[config.mk]
export PLATFORM = sky130hd
export DESIGN_NAME = vna_front
export DESIGN_NICKNAME = d
export VERILOG_FILES = /design/src/design/vna_pkg.sv /design/src/design/vna_front.sv
export SDC_FILE = /design/constraint.sdc
export NUM_CORES = 1
export LEC_CHECK = 0
export BUFFER_PORTS_ARGS = -buffer_cell sky130_fd_sc_hd__buf_2
export CORE_MARGIN = 1.5
export CORE_UTILIZATION = 55
export CTS_BUF_LIST = sky130_fd_sc_hd__clkbuf_16
export DETAILED_ROUTE_END_ITERATION = 6
export MAX_ROUTING_LAYER = met4
export PLACE_DENSITY = 0.77
export SKIP_LAST_GASP = 1
export SYNTH_ARGS = -nofsm -noshare
export SYNTH_HDL_FRONTEND = slang
export SYNTH_SLANG_ARGS = --single-unit
[constraint.sdc]
create_clock -name clk -period 4.9 [get_ports clk]
set_clock_uncertainty 0.1 [all_clocks]
set_input_delay 0.245 -clock clk [delete_from_list [all_inputs] [get_ports clk]]
set_output_delay 0.245 -clock clk [all_outputs]
set_load 0.02 [all_outputs]
[src/design/vna_pkg.sv]
package vna_pkg;

  localparam int VERTEX_COUNT = 1024;
  localparam int IDX_W = 10;
  localparam int POS_W = 16;
  localparam int SUM_W = 22;
  localparam int NRM_W = 16;
  localparam int VEC_W = 36;
  localparam int MAG_W = 30;
  localparam int FRAC_W = 14;
  localparam int UNIT_ONE = 16384;
  localparam int QDEPTH = 4;
  localparam int QPTR_W = 2;

  typedef enum logic [1:0] {
    OP_WRITE = 2'd0,
    OP_TRI   = 2'd1,
    OP_READ  = 2'd2
  } op_t;

  typedef struct packed {
    op_t                     op;
    logic                    miss;
    logic [IDX_W-1:0]        idx;
    logic [IDX_W-1:0]        a;
    logic [IDX_W-1:0]        b;
    logic [IDX_W-1:0]        c;
    logic signed [POS_W-1:0] x;
    logic signed [POS_W-1:0] y;
    logic signed [POS_W-1:0] z;
  } cmd_t;

  typedef logic signed [VEC_W-1:0] vcomp_t;

  typedef struct packed {
    logic signed [NRM_W-1:0] x;
    logic signed [NRM_W-1:0] y;
    logic signed [NRM_W-1:0] z;
    logic                    nz;
  } unit_res_t;

  function automatic logic idx_ok(input logic [IDX_W-1:0] i);
    return int'(i) < VERTEX_COUNT;
  endfunction

endpackage

[src/design/vna_front.sv]
module vna_front (
  input  logic                                clk,
  input  logic                                rst,
  input  logic                                in_valid,
  output logic                                in_ready,
  input  logic [1:0]                          kind,
  input  logic [vna_pkg::IDX_W-1:0]           vertex_index,
  input  logic signed [vna_pkg::POS_W-1:0]    pos_x,
  input  logic signed [vna_pkg::POS_W-1:0]    pos_y,
  input  logic signed [vna_pkg::POS_W-1:0]    pos_z,
  input  logic [vna_pkg::IDX_W-1:0]           corner_a,
  input  logic [vna_pkg::IDX_W-1:0]           corner_b,
  input  logic [vna_pkg::IDX_W-1:0]           corner_c,
  output logic                                deq_valid,
  input  logic                                deq_ready,
  output vna_pkg::cmd_t                       deq_cmd
);

  vna_pkg::cmd_t queue [vna_pkg::QDEPTH];
  logic [vna_pkg::QPTR_W-1:0] wr_ptr;
  logic [vna_pkg::QPTR_W-1:0] rd_ptr;
  logic [vna_pkg::QPTR_W:0] count;
  logic keep;
  logic push;
  logic pop;
  vna_pkg::cmd_t cmd_new;

  always_comb begin
    cmd_new.op = vna_pkg::op_t'(kind);
    cmd_new.miss = !vna_pkg::idx_ok(vertex_index);
    cmd_new.idx = vertex_index;
    cmd_new.a = corner_a;
    cmd_new.b = corner_b;
    cmd_new.c = corner_c;
    cmd_new.x = pos_x;
    cmd_new.y = pos_y;
    cmd_new.z = pos_z;
    case (kind)
      vna_pkg::OP_WRITE: keep = vna_pkg::idx_ok(vertex_index);
      vna_pkg::OP_TRI: keep = vna_pkg::idx_ok(corner_a) && vna_pkg::idx_ok(corner_b) &&
                              vna_pkg::idx_ok(corner_c);
      vna_pkg::OP_READ: keep = 1'b1;
      default: keep = 1'b0;
    endcase
  end

  assign in_ready = count != (vna_pkg::QPTR_W+1)'(vna_pkg::QDEPTH);
  assign deq_valid = count != '0;
  assign deq_cmd = queue[rd_ptr];
  assign push = in_valid && in_ready && keep;
  assign pop = deq_valid && deq_ready;

  always_ff @(posedge clk) begin
    if (push) begin
      queue[wr_ptr] <= cmd_new;
    end
  end

  always_ff @(posedge clk) begin
    if (rst) begin
      wr_ptr <= '0;
      rd_ptr <= '0;
      count <= '0;
    end else begin
      if (push) begin
        wr_ptr <= wr_ptr + 1'b1;
      end
      if (pop) begin
        rd_ptr <= rd_ptr + 1'b1;
      end
      case ({push, pop})
        2'b10: count <= count + 1'b1;
        2'b01: count <= count - 1'b1;
        default: count <= count;
      endcase
    end
  end

  a_count_bound: assert property (@(posedge clk) disable iff (rst)
    count <= (vna_pkg::QPTR_W+1)'(vna_pkg::QDEPTH))
    else $error("queue count above depth");

endmodule

==> metrics.yaml, run 1 <==
power:
  switching_power_mw: 2.338
  internal_power_mw: 6.091
  p_comb_share_pct: 23.7
  p_per_area_nw_per_um2: 503.5
  clock_power_share_pct: 29.7
  peakVddDrop_v: 0.0003425
  power_frac_seq_pct: 46.6
  p_leak_nw: 5.680
  switching_share_pct: 27.74
hold_path:
  worst_hold_path_type: "input port to register"
routing:
  drtAntennaViolNets: 0
  drt_iter0_drc: 551
  remaining_drc_errors: 0
  vias_per_cell: 5.489
  vias: 6428
  routed_wl_um: 25900
  wl_per_cell_um: 22.12
  detail_route.first_pass.iterations: 5
floorplanning:
  fp.dieArea_um2: 25520
  coreArea_um2: 24250
  initial_core_util_pct: 55.73
  die_w_um: 159.8
  io-pin-count: 187
  rows: 57
  die_y_um: 159.8
placement:
  dp.cells: 1018
  placed_cell_area_um2: 14750
  dpl.hpwl_um: 15170
  gp_congestion: 0.7352
  portBuffers: 185
yosys:
  synth.largest_area_cell: "edfxtp_1"
  synth_cells: 525
  postSynthAreaPerCell_um2: 25.74
  ys.warnings.count: 0
  synth.yosys.seq_area_share_pct: 81.33
  synth_nets: 625
  netlist_area_um2: 13510
  synth_top_area_share_pct: 79.99
  ys_seq_elements: 369
  synth_cell_types: 27
  yosys-top-cells-area: "edfxtp_1 80%, mux4_2 15%, dfxtp_1 1.3%"
cells_and_area:
  final_layout_size_suffix_gt1_share_pct: 39.88
  final_util_pct: 69.03
  mostFrequentLayoutCell: "edfxtp_1"
  layout.nets: 923
  postLayoutCellArea_um2: 16740
  mostFrequentLayoutCells: "360 x edfxtp_1, 185 x buf_2, 91 x dlygate4sd3_1"
  syn2layout_area_growth_pct: 23.86
  stdcell_count: 1171
flow_run:
  drv_cap: 0
clock_tree:
  path_clk_slew_ns: 0.06
  post-cts-setup-buffers: 0
  cts_tree: "done"
  clkSinkCount: 369
  clock_latency_ns: 0.50
  cts_buffers: 36
  ctsHoldBuffers: 91
  h-tree-depth: 2
  root_buffer: "clkbuf_16"
  cts_resized: 0
  cts.path.max_buffers: 3
worst_setup_path:
  worstSetupPathType: "register to output port"
  arrival_ns: 2.73
  rrSetupSlack_ns: 2.04
  cp_data_required_time_ns: 4.55
  crit_slowest_cell: "dfxtp_4"
  cpPeakStageDelay_ns: 0.98
  cp-start-kind: "register"
  worstPathMaxFanout: 47
  crit_path_cell_trace: "buf_12 > mux4_2 > buf_2"
  setup.worst_path.end_class: "output port"
sta:
  setup_viol: 0
  maxSlewViolCount: 0
  hold_viol: 0
  rsz0062_at_grt: "false"
  slew_headroom_pct: 27.98
  finalSetupTns_ns: 0
  fin_crit_ns: 3.079
  tightest_slew_ns: 1.080
  finalCritPeriodShare_pct: 62.84
  fmax_mhz: 324.8
grt:
  grt_max_degree: 71
  grt.total_usage_pct: 21.74
  grt_overflow: 0
  antenna_found_initial: 2
  grt_pass1_vias: 6865
  grt_pass1_wl_um: 39960
outcome:
  status: "finished clean"
[state kept, by name (all words and copies together) (netlist names), named ones only]
register  flops
rd_ptr        2
count         3
queue       360
wr_ptr        2
[power groups by stage]
stage          Sequential (mW)  Combinational, mW  Clock [mW]
2_1_floorplan             3.84               1.54           0
3_3_place_gp              3.98               1.92           0
3_5_place_dp              4.00               1.94           0
4_1_cts                   3.94               2.02        2.55
5_1_grt                   3.97               2.11        2.66
6_report                  3.93               1.99        2.51
[cell families (layout without fill, tap and decap cells)]
group / after synthesis / after routing / share of synthesized area, %
xor+xnor: 4 / 4 / 0.2593
compound gates: 6 / 6 / 0.4444
other cells: 1 / 3 / 0.02775
simple gates: 18 / 18 / 0.6759
mux: 92 / 92 / 15.18
buf+inv: 29 / 349 / 1.472
fa+ha+maj: 6 / 6 / 0.6111
flops: 369 / 369 / 81.33
[area by class of cell]
type | count | area [um2]
Inverter | 7 | 26.28
Multi-Input combinational cell | 127 | 2335
Sequential cell | 369 | 11000
Timing Repair Buffer | 282 | 1894
Clock buffer | 37 | 925.9
Antenna cell | 2 | 5.005
Clock inverter | 23 | 148.9
Tap cell | 324 | 405.4
Fill cell | 1501 | 7510
[Yosys cell counts (all sizes together)]
cell type	instances
edfxtp	360
mux4	90
buf	20
dfxtp	9
nor2	9
inv	7
ha	5
and2	4
xor2	3
a21oi	2
clkbuf	2
nand2b	2
or3	2
a221oi	1
conb	1
fa	1
mux2	1
mux2i	1
nand2	1
o21ai	1
o311ai	1
o31a	1
xnor2	1
[worst max-delay path: cells and delay by family, from the launching register on]
family | cells | cell delay, ns
buf+inv | 2 | 0.59
flops | 1 | 0.98
mux | 1 | 0.59
[per-layer routing]
layer | GRT usage [%] | vias to the layer above | part of all wire, %
met5 | - | - | 0
met4 | 6.261 | 0 | 2.1
met3 | 3.818 | 40 | 6.6
met2 | 34.42 | 242 | 50
met1 | 29.62 | 3315 | 41
li1 | - | 2831 | -
[through the flow]
stage	hold slack, ns	total power, mW	setup WS (ns)
global placement	0.3549	5.896	2.159
CTS	0.07487	8.508	1.705
detailed placement	0.3591	5.945	2.076
finish	0.08698	8.428	1.821
floorplan	0.2439	5.380	1.387
global route	0.1016	8.737	1.572
[path summary, 6_finish.rpt]
check | startpoint | endpoint | depth (start not counted)
worst max-delay path | register | deq_cmd[12] | 3
worst min-delay path | deq_ready | register | 4
worst max register to register | count[1] | queue[3][48] | 4
worst min register to register | rd_ptr[1] | register | 2
Note: power is estimated with default switching activity, not from simulation.
==> run 2, diff against run 1 <==
- clock period: 4.9 -> 3 ns (I/O delays scaled with it)
==> run 2 against run 1 <==
  * Flip-flop and latch count did not move
  * Largest cell class unchanged
  * Cell count grew 1.2%
  * Non-clock buffer count rose by 8
  * Design area increased by 1.7%
  * Critical path type unchanged
  * First-iteration DRC count shrank 4.4%
==> metrics.yaml, run 2 (same netlist as run 1, synthesis figures left out) <==
outcome:
  status: "finished clean"
clock_tree:
  path_clk_slew_ns: 0.06
  cts.path.max_buffers: 3
  cts_buffers: 37
  h-tree-depth: 2
  clkSinkCount: 369
  root_buffer: "clkbuf_16"
  cts_tree: "done"
  clock_latency_ns: 0.51
power:
  p_leak_nw: 5.796
  p_per_area_nw_per_um2: 831.4
  peakVddDrop_v: 0.0005521
cells_and_area:
  syn2layout_area_growth_pct: 25.98
  mostFrequentLayoutCell: "edfxtp_1"
  largest_register_ff_count: 360
  reg_top3: "queue x360, count x3"
  mostFrequentLayoutCells: "360 x edfxtp_1, 185 x buf_2, 93 x dlygate4sd3_1"
  final_layout_size_suffix_gt1_share_pct: 41.21
  layout.nets: 932
  regMostFlops: "queue"
  postLayoutCellArea_um2: 17030
placement:
  placed_cell_area_um2: 14890
  portBuffers: 185
  dpl.hpwl_um: 15160
  gp_congestion: 0.8123
worst_setup_path:
  arrival_ns: 2.21
  cp-start-kind: "register"
  rrSetupSlack_ns: 0.68
  cp_data_required_time_ns: 2.75
  setup.worst_path.end_class: "output port"
  crit_slowest_cell: "mux4_2"
  cpPeakStageDelay_ns: 0.58
  crit_path_cell_trace: "buf_4 > mux4_2 > buf_2"
  critPathBufInv: 2
  worstPathMaxFanout: 16
  reg2reg_depth: 4
  worstReg2RegEnd: "queue[3][15]"
  crit_family: "multiplexers"
  r2r_start: "count[0]"
  worstSetupPathType: "register to output port"
floorplanning:
  fp.dieArea_um2: 25520
  coreArea_um2: 24250
  die_w_um: 159.8
  die_y_um: 159.8
  rows: 57
  io-pin-count: 187
  initial_core_util_pct: 55.73
sta:
  fmax_mhz: 405.8
  slew_headroom_pct: 58.11
  tightest_slew_ns: 0.6284
  hold_viol: 0
  maxSlewViolCount: 0
  rsz0062_at_grt: "false"
  fin_crit_ns: 2.464
  hold_ws_ns: 0.2860
  finalSetupTns_ns: 0
  finalCritPeriodShare_pct: 82.14
  setup_viol: 0
hold_path:
  min_to: "queue[3][5]"
  min_from: "pos_z[5]"
  hold_path_depth: 2
  worst_hold_path_type: "input port to register"
routing:
  vias_per_cell: 5.478
  drtAntennaViolNets: 0
  detail_route.first_pass.iterations: 4
  remaining_drc_errors: 0
  vias: 6491
  wl_per_cell_um: 21.86
  drt_iter0_drc: 527
  routed_wl_um: 25910
grt:
  grt_max_degree: 91
  grt_overflow: 0
  grt_pass1_vias: 6918
  antenna_found_initial: 2
  grt.total_usage_pct: 21.46
  grt_pass1_wl_um: 39780
flow_run:
  drv_cap: 0
==> run 2: changes by cell type in the layout (fill, tap and decap cells not counted), sizes merged, moves of 2 or more <==
| cell | previous run | this run |
|---|---|---|
| clkinv | 10 | 18 |
| buf | 191 | 197 |
| inv | 17 | 13 |
| clkbuf | 37 | 39 |
| dlygate4sd3 | 91 | 93 |
==> run 2: power breakdown <==
part / switching [mW] / internal (mW) / total, mW / leakage, nW
registers: 0.206 / 6.06 / 6.27 / 3.36
clock network: 1.82 / 2.62 / 4.44 / 0.616
logic: 1.89 / 1.55 / 3.44 / 1.82
total: 3.92 / 10.2 / 14.2 / 5.80
==> run 2: area by class of cell <==
class | count | area [um2]
antenna | 2 | 5.005
tap | 324 | 405.4
clock buffer | 39 | 975.9
inverter | 7 | 26.28
timing repair buffer | 290 | 2059
clock inverter | 27 | 220.2
fill | 1460 | 7223
sequential | 369 | 11000
multi-input combinational | 127 | 2335
==> run 2: metal layers <==
| metal | wire [um] | vias up | GRT usage (%) |
|---|---|---|---|
| met5 | 0 | - | - |
| met4 | 501 | 0 | 6.089 |
| met3 | 1724 | 38 | 4.779 |
| met2 | 12680 | 255 | 33.39 |
| met1 | 11010 | 3342 | 29.10 |
| li1 | - | 2856 | - |
==> run 2: what timing repair did <==
action                                 4_1_cts  5_1_grt
resized for setup                            0        0
setup buffers                                0        0
endpoints found under the hold margin      369        0
hold buffers                                93        0
==> run 2: worst max path at each step <==
stage / start / end / slack [ns] / cells past startpoint
after floorplan: count[0] / queue[0][0] / 0.47 / 3
after CTS: register / deq_cmd[28] / 0.48 / 3
after detailed placement: count[0] / queue[3][83] / 0.70 / 4
after global placement: count[0] / queue[3][83] / 0.79 / 4
after global routing: register / deq_cmd[36] / 0.41 / 3
final: register / deq_cmd[28] / 0.54 / 3
==> run 2: stage by stage <==
stage	setup WS [ns]	util [%]	std cells	total power [mW]
final	0.5357	70.21	1185	14.16
after global routing	0.4094	70.21	1185	14.68
after CTS	0.4771	70.19	1183	14.30
after detailed placement	0.7037	61.42	1024	9.768
after global placement	0.7889	61.42	1024	9.672
after floorplan	0.4666	-	525	8.770
==> run 3, diff against run 2 <==
- CORE_UTILIZATION: 55 -> 51
- PLACE_DENSITY: 0.77 -> 0.75
- clock period: 3 -> 2.1 ns (I/O delays scaled with it)
==> run 3 against run 2 <==
  * The run now ends with setup timing left
  * Critical path type unchanged
  * Global-route usage fell by 1.4 points
  * Register-to-register slack got worse by 0.65 ns
  * Worst hold slack got worse by 0.23 ns
  * Design area rose by 3.7%
  * Power rose by 51%
  * Sequential share of layout area fell by 2.3 points
  * First-iteration DRC count rose by 2.3%
  * Clock power rose by 39%
  * Flip-flop and latch count did not move
  * Non-clock buffer count rose by 23
  * Utilization fell by 2.5 points
==> metrics.yaml, run 3 (same netlist as run 1, synthesis figures left out) <==
power:
  p_leak_nw: 6.046
  peakVddDrop_v: 0.0009574
  p_total_mw: 21.31
  p_per_area_nw_per_um2: 1207
clock_tree:
  clkSinkCount: 369
  cts_tree: "done"
  root_buffer: "clkbuf_16"
  path_clk_slew_ns: 0.06
  cts.path.max_buffers: 3
  cts_buffers: 37
  clock_latency_ns: 0.52
  h-tree-depth: 2
floorplanning:
  fp.dieArea_um2: 27480
  rows: 59
  die_y_um: 165.8
  initial_core_util_pct: 51.86
  coreArea_um2: 26060
  io-pin-count: 187
  die_w_um: 165.8
cells_and_area:
  reg_top3: "queue x360, count x3"
  postLayoutCellArea_um2: 17650
  final_layout_size_suffix_gt1_share_pct: 42.47
  regMostFlops: "queue"
  largest_register_ff_count: 360
  syn2layout_area_growth_pct: 30.62
  mostFrequentLayoutCells: "360 x edfxtp_1, 154 x buf_2, 92 x dlygate4sd3_1"
  mostFrequentLayoutCell: "edfxtp_1"
  layout.nets: 955
placement:
  portBuffers: 185
  gp_congestion: 0.8054
  dpl.hpwl_um: 15110
  placed_cell_area_um2: 15090
worst_setup_path:
  r2r_start: "count[1]"
  worstReg2RegEnd: "count[2]"
  rrSetupSlack_ns: 0.03
  cp-start-kind: "register"
  arrival_ns: 1.95
  worstPathMaxFanout: 11
  cp_data_required_time_ns: 1.89
  critPathCapture: "deq_cmd[42]"
  setup.worst_path.end_class: "output port"
  worstSetupPathType: "register to output port"
  reg2reg_depth: 9
sta:
  hold_viol: 0
  maxSlewViolCount: 0
  setup_viol: 71
  finalSetupTns_ns: -1.381
  fmax_mhz: 463.0
  fin_crit_ns: 2.160
  setup_slack_ns: -0.05988
  finalCritPeriodShare_pct: 102.9
  rsz0062_at_grt: "true"
flow_run:
  drv_cap: 0
grt:
  grt.total_usage_pct: 20.10
  grt_max_degree: 44
  grt_pass1_wl_um: 40830
  grt_pass1_vias: 7245
  antenna_found_initial: 1
  grt_overflow: 0
routing:
  vias_per_cell: 5.424
  drt_iter0_drc: 539
  remaining_drc_errors: 0
  routed_wl_um: 26450
  drtAntennaViolNets: 0
  vias: 6612
  detail_route.first_pass.iterations: 5
  wl_per_cell_um: 21.70
outcome:
  status: "finished with violations"
  violations: "setup timing"
hold_path:
  worst_hold_path_type: "input port to register"
==> run 3: cell count changes in the layout (fill, tap and decap cells not counted), sizes merged <==
| cell | previous run | this run |
|---|---|---|
| buf | 197 | 219 |
| clkbuf | 39 | 41 |
| inv | 13 | 15 |
| bufinv | 3 | 2 |
| clkinv | 18 | 17 |
| clkinvlp | 0 | 1 |
| diode | 2 | 1 |
| dlygate4sd3 | 93 | 92 |
==> run 3: final cells by class <==
class	count	area, um2
antenna	1	2.502
timing repair buffer	313	2700
fill	1586	8407
inverter	7	26.28
multi-input combinational	127	2340
clock buffer	39	975.9
sequential	369	11000
clock inverter	28	186.4
tap	335	419.2
==> run 3: metrics by stage <==
| stage | hold slack, ns | util (%) | worst slack [ns] | instances |
|---|---|---|---|---|
| after floorplan | 0.1039 | - | -0.4334 | 525 |
| after global placement | 0.2144 | 57.90 | 0.09482 | 1044 |
| after detailed placement | 0.2225 | 57.90 | -0.005449 | 1044 |
| after CTS | 0.04288 | 67.19 | -0.08927 | 1214 |
| after global routing | 0.06448 | 67.74 | -0.1166 | 1219 |
| final | 0.05870 | 67.74 | -0.05988 | 1219 |
==> run 3: how the worst min path moves through the flow <==
stage | start | endpoint | slack, ns | cells past startpoint
3_3_place_gp | pos_y[6] | queue[1][22] | 0.21 | 1
5_1_grt | in_valid | wr_ptr[1] | 0.06 | 5
4_1_cts | in_valid | wr_ptr[1] | 0.04 | 5
3_5_place_dp | vertex_index[9] | queue[3][87] | 0.22 | 1
2_1_floorplan | pos_z[0] | queue[0][0] | 0.10 | 0
6_report | in_valid | wr_ptr[1] | 0.06 | 5
==> run 3: layer usage <==
metal | global-route usage [%] | up-vias | wire length [um]
met4 | 5.797 | 0 | 521
met2 | 31.88 | 219 | 13380
met3 | 4.457 | 39 | 1448
li1 | - | 2916 | -
met5 | - | - | 0
met1 | 26.52 | 3438 | 11090
==> run 3: critical path, cell delays in order (launching register included) <==
cell and delay, ns:
dfxtp_4 0.38, buf_12 0.17, buf_16 0.16, mux4_2 0.54
buf_2 0.18
==> run 3: timing repair <==
action	CTS	global route
gates cloned	5	2
hold endpoints to repair	369	0
buffers inserted	6	2
pin swaps	1	1
resized for setup	45	25
endpoints found under the setup margin	85	91
hold buffers	92	0
==> run 3: power by group <==
part,leakage [nW],internal (mW),switching [mW]
combinational,2.09,3.18,3.09
sequential,3.36,8.66,0.200
clock,0.597,3.61,2.57
total,6.05,15.4,5.86
